`config.mk`:
```
export PLATFORM = sky130hd
export DESIGN_NAME = mcs_front
export DESIGN_NICKNAME = d
export VERILOG_FILES = /design/src/design/mcs_pkg.sv /design/src/design/mcs_front.sv
export SDC_FILE = /design/constraint.sdc
export NUM_CORES = 1
export LEC_CHECK = 0
export ABC_AREA = 1
export BUFFER_PORTS_ARGS = -buffer_cell sky130_fd_sc_hd__buf_4
export CORE_MARGIN = 8
export CORE_UTILIZATION = 50
export CTS_CLUSTER_SIZE = 20
export DETAILED_ROUTE_END_ITERATION = 10
export PLACE_DENSITY = 0.87
export SYNTH_ARGS = -nofsm -noshare
export SYNTH_HDL_FRONTEND = slang
export SYNTH_SLANG_ARGS = --single-unit
```
`constraint.sdc`:
```
create_clock -name clk -period 9.8 [get_ports clk]
set_clock_uncertainty 0.15 [all_clocks]
set_input_delay 1.96 -clock clk [delete_from_list [all_inputs] [get_ports clk]]
set_output_delay 1.96 -clock clk [all_outputs]
set_load 0.02 [all_outputs]
```
`src/design/mcs_pkg.sv`:
```
package mcs_pkg;

  // One input request: a field element with its row data.
  typedef struct packed {
    logic signed [31:0] correction_value;
    logic signed [31:0] source_value;
    logic signed [31:0] product_value;
    logic signed [31:0] diagonal_value;
    logic               last_element;
  } item_t;

  // One result request.
  typedef struct packed {
    logic signed [31:0] updated_value;
    logic [17:0]        scale_factor;
    logic               factor_valid;
    logic               zero_diagonal;
    logic               saturated;
  } result_t;

  // Item as classified by the front part.
  typedef struct packed {
    item_t item;
    logic  zero_diag;
  } job_t;

  // Back part sequencer states.
  typedef enum logic [2:0] {
    ST_IDLE,
    ST_MUL,
    ST_ACC_NUM,
    ST_ACC_DEN,
    ST_DIV,
    ST_FIX,
    ST_FAC,
    ST_DONE
  } back_state_t;

  localparam logic signed [63:0] ACC_MAX = 64'sh7FFF_FFFF_FFFF_FFFF;
  localparam logic signed [63:0] ACC_MIN = -64'sh7FFF_FFFF_FFFF_FFFF;

  // Saturating accumulate; bit 64 of the result flags a clip.
  function automatic logic [64:0] sat_add(input logic signed [63:0] acc,
                                          input logic signed [63:0] x);
    logic signed [64:0] sum;
    sum = {acc[63], acc} + {x[63], x};
    if (sum > $signed({ACC_MAX[63], ACC_MAX})) begin
      return {1'b1, ACC_MAX};
    end else if (sum < $signed({ACC_MIN[63], ACC_MIN})) begin
      return {1'b1, ACC_MIN};
    end
    return {1'b0, sum[63:0]};
  endfunction

endpackage

```
`src/design/mcs_front.sv`:
```
module mcs_front
  import mcs_pkg::*;
(
  input  logic  clk,
  input  logic  rst,
  input  logic  push,
  output logic  full,
  input  item_t item,
  output logic  job_valid,
  output job_t  job,
  input  logic  job_take
);

  job_t       slot [2];
  logic       wr_ptr;
  logic       rd_ptr;
  logic [1:0] count;
  logic       do_push;

  assign full      = (count == 2'd2);
  assign do_push   = push && !full;
  assign job_valid = (count != 2'd0);
  assign job       = slot[rd_ptr];

  // Classify and store incoming requests.
  always_ff @(posedge clk) begin
    if (do_push) begin
      slot[wr_ptr].item      <= item;
      slot[wr_ptr].zero_diag <= (item.diagonal_value == 32'sd0);
    end
  end

  // Queue pointers and fill count.
  always_ff @(posedge clk) begin
    if (rst) begin
      wr_ptr <= 1'b0;
      rd_ptr <= 1'b0;
      count  <= 2'd0;
    end else begin
      if (do_push) wr_ptr <= ~wr_ptr;
      if (job_take) rd_ptr <= ~rd_ptr;
      count <= count + {1'b0, do_push} - {1'b0, job_take};
    end
  end

endmodule

```
# Word level (Yosys, flattened, before mapping)
# Memory sizes are Yosys's and may differ from the RTL's. A register that Yosys moved wholly into a read port is not among the register bits.
# Index checks and enable logic that the tools add are counted.
# word_totals
ff_bits	4
output_inout_bits	132
word_cells	17
n_memories	1
in_bits	133
ramBits	260
# mem_list
name	words	width	read_ports	rd_clocked_by_memory_dff	write_ports	line_no	source
slot	2	130	1	1	1	mcs_front.sv:14	job_t slot [2];
# op_classes
reduce_logical	4
eq_ne	1
bitwise_logic	2
addsub	2
muxes	4
# ops
cell	n
logical NOT 32 bit	1
2-to-1 mux 1 bit	4
adder 2 x 1 -> 2 bit	1
equality test 2 bit (second input constant)	1
inverter 1 bit	2
nonzero test 2 bit	1
subtractor 2 x 1 -> 2 bit	1
logical AND 1 bit	1
logical NOT 1 bit	1

# Longest topological paths before layout
# Gate-level depths: netlist of the first run.
# logic_depth
depth_word	5
depth_mapped	11
mapped_depth_nobuf	11

# Least setup slack after synthesis of the first run
# No wires, ideal clock.
# synth_path
kind	input to register
start	input port push
end	memory slot[0][0] in the netlist's numbering, enable pin
cell_stages	4
setup_slack_ns	1.414
arrival_time_ns	7.615
path_buffers	0
cell_sequence	inv_1 nor2_1 inv_1 nor2_1
# synth_via
elab_chain_len	3
# synth_lines
item	line_no	source
start: declaration	mcs_front.sv:6	input logic push,
logical AND 1 bit	mcs_front.sv:21	assign do_push = push && !full;
2-to-1 mux 1 bit	mcs_front.sv:27	if (do_push) begin
2-to-1 mux 1 bit (not written as such)	mcs_front.sv:29	slot[wr_ptr].zero_diag <= (item.diagonal_value == 32'sd0);
end: declaration	mcs_front.sv:14	
# No other way between the ends.

==> impl_metrics.env, run 1 <==
export IMPL_fp_coreArea_mm2=0.0193
export IMPL_grt_overflow_total=0
export IMPL_io_pins=265
export IMPL_drt_antenna_violating_nets=0
export IMPL_drt_pass1_iterations=4
export IMPL_rows=51
export IMPL_worstPathCellList="buf_4, mux2_2, buf_4"
export IMPL_power_density_mw_per_mm2=219
export IMPL_worstMarginPinSlew_ns=0.926
export IMPL_vias_per_cell=4.97
export IMPL_post_drt_wl_per_cell_um=19.7
export IMPL_crit_type="flip-flop to output pin"
export IMPL_p_leak_nw=4.79
export IMPL_yosysSeqAreaShare=0.811
export IMPL_die_h_um=156
export IMPL_drv_slew=0
export IMPL_port_buffers=264
export IMPL_crit_path_start_kind="flip-flop"
export IMPL_cts_setup_buffers=0
export IMPL_yosysWarnings=0
export IMPL_ctsResizeCount=0
export IMPL_clock_path_buffers=3
export IMPL_synth_top_family_by_area="multiplexers"
export IMPL_fillers=1290
export IMPL_max_freq_ghz=0.200
export IMPL_track_usage=0.160
export IMPL_cp_max_fo=69
export IMPL_relSlewSlack=0.383
export IMPL_htree_levels=1
export IMPL_ir_drop_v=0.000144
export IMPL_cts_tree="built"
export IMPL_routed_wl_mm=20.4
export IMPL_crit_slowest_cell="dfxtp_4"
export IMPL_die_area_mm2=0.0242
export IMPL_final_core_util=0.664
export IMPL_drv_cap=0
export IMPL_die_x_um=156
export IMPL_arrival_ns=2.90
export IMPL_hold_path_class="flip-flop to flip-flop"
export IMPL_hpwl_mm=13.9
export IMPL_grt_pass1_wl_mm=30.3
export IMPL_start_util=0.504
export IMPL_synthXorXnorAreaFrac=0.000898
export IMPL_run_status="finished, final reports clean"
export IMPL_vias=5145
export IMPL_synth_fp_nets=602
export IMPL_syn2layout_area_growth_pct=31.6
export IMPL_fin_nets=884
export IMPL_required_ns=7.69
export IMPL_grt_setup_unrepaired="false"
export IMPL_synth_compound_area_frac=0.000513
export IMPL_drt_iter0_markers=270
export IMPL_synthDistinctLibCells=14
export IMPL_routabilityCongestion=0.755
export IMPL_drive_above_1_share=0.573
export IMPL_fin_crit_sh=0.511
export IMPL_finalSetupTns_ns=0
export IMPL_yosys_area_share_simple=0.0187
export IMPL_clkLatencyLatePin_ns=0.51
export IMPL_critical_path_top_delay_family="buffers and inverters"
export IMPL_grt_pass1_vias=5511
export IMPL_crit_buf_inv=2
export IMPL_end_kind="output pin"
export IMPL_yosys_mux_area_fraction=0.150
export IMPL_ctsHoldBuffers=0
export IMPL_clock_tree_root_cell="clkbuf_16"
export IMPL_period_minus_slack_ns=5.01
export IMPL_cpPeakStageDelay_ns=0.87
export IMPL_cts_clk_slew_worst_paths_ns=0.06
export IMPL_grt_max_degree=70
export IMPL_ys_ff_latch=265
export IMPL_hold_violations=0
export IMPL_synth_area_mm2=0.00975
export IMPL_rrSetupSlack_ns=6.94
export IMPL_cp_common_cell="buf_4"
export IMPL_antenna_found_initial=2
export IMPL_cts_sinks=265
export IMPL_drc=0
export IMPL_setup_violations=0
export IMPL_synth_cells=467
export IMPL_cts_buffers=26
export IMPL_synth_avg_cell_area_um2=20.9
export IMPL_synth_adder_area_share=0.00257
## report_power, final
group          internal [mW]  switching [mW]
Sequential              1.36          0.0306
Combinational          0.199           0.242
Clock                  0.580           0.397
Total                   2.14           0.669
## sequential cells by signal, indices dropped and copies added, names as in the netlist, named ones only
name,cells
wr_ptr,1
slot,260
rd_ptr,1
count,2
## through the flow
step / hold slack, ns / area (µm²) / worst slack, ns / power (mW) / std cells
after floorplan: 0.329 / 9750 / 1.41 / 1.67 / 467
after global placement: 0.341 / 12000 / 5.28 / 1.85 / 986
after detailed placement: 0.364 / 12000 / 5.30 / 1.86 / 986
after CTS: 0.385 / 12800 / 4.76 / 2.83 / 1034
after global routing: 0.404 / 12800 / 4.64 / 2.91 / 1036
final: 0.388 / 12800 / 4.79 / 2.81 / 1036
## layer usage
layer	wire length, µm	up-vias	GRT usage
li1	-	2376	-
met1	7740	2534	0.186
met2	10500	197	0.273
met3	1620	38	0.0507
met4	555	0	0.0578
met5	0	-	0
## final cells by class
class / instances / area, µm² / share of cell area
clock buffer: 35 / 736 / 0.0573
sequential: 265 / 7910 / 0.616
inverter: 7 / 28.8 / 0.00224
multi-input combinational: 181 / 1690 / 0.132
clock inverter: 13 / 123 / 0.00955
timing repair buffer: 268 / 2010 / 0.157
tap: 265 / 332 / 0.0258
antenna: 2 / 5.00 / 0.000390
## synth_stat cells
master    instances  area, µm²
edfxtp_1        260       7810
mux2_2          130       1460
nor2_1           30        113
nand2_1          14       52.6
buf_6            10        113
inv_1             7       26.3
dfxtp_1           5        100
buf_2             3       15.0
ha_1              2       25.0
or2_2             2       12.5
a21oi_1           1       5.00
buf_4             1       7.51
nand3_1           1       5.00
xnor2_1           1       8.76
## cell families after synthesis
logic type	after synthesis
buffers and inverters	21
adder cells (fa/ha/maj)	2
multiplexers	130
flip-flops	265
AND/OR/NAND/NOR	47
AO/OA/AOI/OAI	1
XOR/XNOR	1
## path summary, 6_finish.rpt
kind / from / to / depth (start not counted)
min reg2reg: rd_ptr$_SDFFE_PP0P_ / rd_ptr$_SDFFE_PP0P_ / 2
min: rd_ptr$_SDFFE_PP0P_ / rd_ptr$_SDFFE_PP0P_ / 2
max reg2reg: count[1]$_SDFF_PP0_ / slot[1][129]$_DFFE_PP_ / 6
max: flip-flop / job[53] / 3
## placed cells by master, fill, tap and decap left out, types with 3 or more instances in the layout
cell type	count
nor2_1	29
clkbuf_8	3
edfxtp_1	260
clkbuf_16	27
inv_1	6
clkbuf_1	5
clkinv_1	5
buf_4	268
dfxtp_1	4
clkinv_4	3
mux2_2	130
nand2_1	14
## tightest hold or removal path, stage by stage, from the launching register on
cell	delay [ns]
dfxtp_1	0.33
xnor2_1	0.09
nor2_1	0.08
(Power assumes the default switching activity.)
==> run 2: changes to the inputs <==
--- a/config.mk
+++ b/config.mk
@@ -8,10 +8,10 @@
 export ABC_AREA = 1
 export BUFFER_PORTS_ARGS = -buffer_cell sky130_fd_sc_hd__buf_4
 export CORE_MARGIN = 8
-export CORE_UTILIZATION = 50
+export CORE_UTILIZATION = 47
 export CTS_CLUSTER_SIZE = 20
 export DETAILED_ROUTE_END_ITERATION = 10
-export PLACE_DENSITY = 0.87
+export PLACE_DENSITY = 0.86
 export SYNTH_ARGS = -nofsm -noshare
 export SYNTH_HDL_FRONTEND = slang
 export SYNTH_SLANG_ARGS = --single-unit
==> constraint.sdc (replaced) <==
create_clock -name clk -period 4.6 [get_ports clk]
set_clock_uncertainty 0.15 [all_clocks]
set_input_delay 0.92 -clock clk [delete_from_list [all_inputs] [get_ports clk]]
set_output_delay 0.92 -clock clk [all_outputs]
set_load 0.02 [all_outputs]
==> run 2 against run 1 <==
Die area is 5.7% higher; largest power group unchanged; non-clock buffer count is 1 higher; register-to-register slack worse by 4.5 ns; flip-flop and latch count stayed put; highest routed layer unchanged; sequential power is 110% higher; cell count is 0.29% higher; largest cell class unchanged; combinational power is 120% higher; worst hold slack worse by 0.014 ns.
==> impl_metrics.env, run 2 (same netlist as run 1, synthesis figures left out) <==
export IMPL_run_status="finished, final reports clean"
export IMPL_drv_slew=0
export IMPL_grt_max_degree=125
export IMPL_die_x_um=160
export IMPL_vias_per_cell=4.93
export IMPL_drt_antenna_violating_nets=0
export IMPL_final_cell_mix="buf_4 (266), edfxtp_1 (260), mux2_2 (130)"
export IMPL_period_minus_slack_ns=3.39
export IMPL_track_usage=0.155
export IMPL_grt_pass1_wl_mm=31.8
export IMPL_end_kind="output pin"
export IMPL_worstRegToRegCells=6
export IMPL_max_freq_ghz=0.295
export IMPL_io_pins=265
export IMPL_syn2layout_area_growth_pct=32.0
export IMPL_cts_clk_slew_worst_paths_ns=0.06
export IMPL_multi_input_area_mm2=0.00169
export IMPL_cts_setup_buffers=0
export IMPL_start_util=0.481
export IMPL_crit_type="flip-flop to output pin"
export IMPL_largest_reg_flops=260
export IMPL_drv_cap=0
export IMPL_finalSetupTns_ns=0
export IMPL_regArea_mm2=0.00791
export IMPL_port_buffers=264
export IMPL_clock_tree_root_cell="clkbuf_16"
export IMPL_htree_levels=1
export IMPL_antenna_cells=0
export IMPL_worstMarginPinSlew_ns=0.772
export IMPL_relSlewSlack=0.485
export IMPL_die_h_um=160
export IMPL_routabilityCongestion=0.737
export IMPL_grt_pass1_vias=5670
export IMPL_grt_overflow_total=0
export IMPL_cp_max_fo=45
export IMPL_ctsHoldBuffers=0
export IMPL_hold_path_class="flip-flop to flip-flop"
export IMPL_drt_iter0_markers=273
export IMPL_hold_violations=0
export IMPL_r2r_start="count[1]$_SDFF_PP0_"
export IMPL_hold_path_cell_count=2
export IMPL_power_density_mw_per_mm2=464
export IMPL_cp_common_cell="buf_4"
export IMPL_drt_pass1_iterations=4
export IMPL_largest_registers="slot x260, count x2"
export IMPL_rrSetupSlack_ns=2.40
export IMPL_crit_path_start_kind="flip-flop"
export IMPL_crit_slowest_cell="dfxtp_4"
export IMPL_final_common_cell="buf_4"
export IMPL_die_area_mm2=0.0256
export IMPL_max_flop_register="slot"
export IMPL_r2r_end="slot[0][111]$_DFFE_PP_"
export IMPL_fillers=1446
export IMPL_clock_path_buffers=3
export IMPL_arrival_ns=2.32
export IMPL_rows=52
export IMPL_antenna_found_initial=0
export IMPL_fin_nets=886
export IMPL_final_core_util=0.634
export IMPL_clkLatencyLatePin_ns=0.51
export IMPL_critical_path_top_delay_family="flip-flops"
export IMPL_cts_tree="built"
export IMPL_setup_violations=0
export IMPL_hold_start="rd_ptr$_SDFFE_PP0P_"
export IMPL_post_drt_wl_per_cell_um=20.0
export IMPL_cpPeakStageDelay_ns=0.75
export IMPL_cts_buffers=27
export IMPL_ctsResizeCount=0
export IMPL_cts_sinks=265
export IMPL_routed_wl_mm=20.8
export IMPL_vias=5123
export IMPL_p_leak_nw=4.80
export IMPL_crit_buf_inv=2
export IMPL_ir_drop_v=0.000485
export IMPL_drive_above_1_share=0.573
export IMPL_drc=0
export IMPL_fp_coreArea_mm2=0.0203
export IMPL_fin_crit_sh=0.737
export IMPL_grt_setup_unrepaired="false"
export IMPL_worstPathCellList="buf_4, mux2_2, buf_4"
export IMPL_required_ns=3.53
export IMPL_hpwl_mm=14.3
-- run 2: cell type report --
class / instances / area share
Clock buffer: 37 / 0.0577
Clock inverter: 10 / 0.00778
Inverter: 7 / 0.00224
Multi-Input combinational cell: 181 / 0.132
Tap cell: 270 / 0.0262
Sequential cell: 265 / 0.615
Timing Repair Buffer: 269 / 0.160
-- run 2: tightest hold or removal path: cells and delay by family, from the launching register on --
kind | cells | cell delay [ns]
flops | 1 | 0.32
xor+xnor | 1 | 0.09
simple gates | 1 | 0.08
-- run 2: per-layer routing --
layer	routed length [µm]	GRT usage	vias to the layer above
met3	1690	0.0494	32
met1	8020	0.180	2512
met5	0	0	-
met4	386	0.0412	0
li1	-	-	2384
met2	10700	0.273	195
-- run 2: metrics by stage --
| step | area [µm²] | instances | power, mW | setup WS (ns) | hold slack, ns |
|---|---|---|---|---|---|
| detailed placement | 12000 | 992 | 3.97 | 1.72 | 0.360 |
| global route | 12900 | 1039 | 6.19 | 1.08 | 0.418 |
| global placement | 12000 | 992 | 3.94 | 1.76 | 0.343 |
| CTS | 12900 | 1039 | 6.04 | 1.17 | 0.376 |
| finish | 12900 | 1039 | 5.97 | 1.21 | 0.374 |
| floorplan | 9760 | 467 | 3.53 | 0.262 | 0.330 |
-- run 2: worst max-delay path by stage --
stage	cells past startpoint	endpoint	slack, ns
6_report	3	job[99]	1.21
3_5_place_dp	3	job[99]	1.72
4_1_cts	3	job[99]	1.17
3_3_place_gp	3	job[120]	1.76
5_1_grt	3	job[99]	1.08
2_1_floorplan	4	slot[1][0]$_DFFE_PP_	0.26
-- run 2: report_power, final --
part / switching (mW) / leakage (nW) / internal (mW)
registers: 0.0634 / 2.47 / 2.89
clock network: 0.827 / 0.416 / 1.23
logic: 0.519 / 1.92 / 0.430
total: 1.41 / 4.80 / 4.56
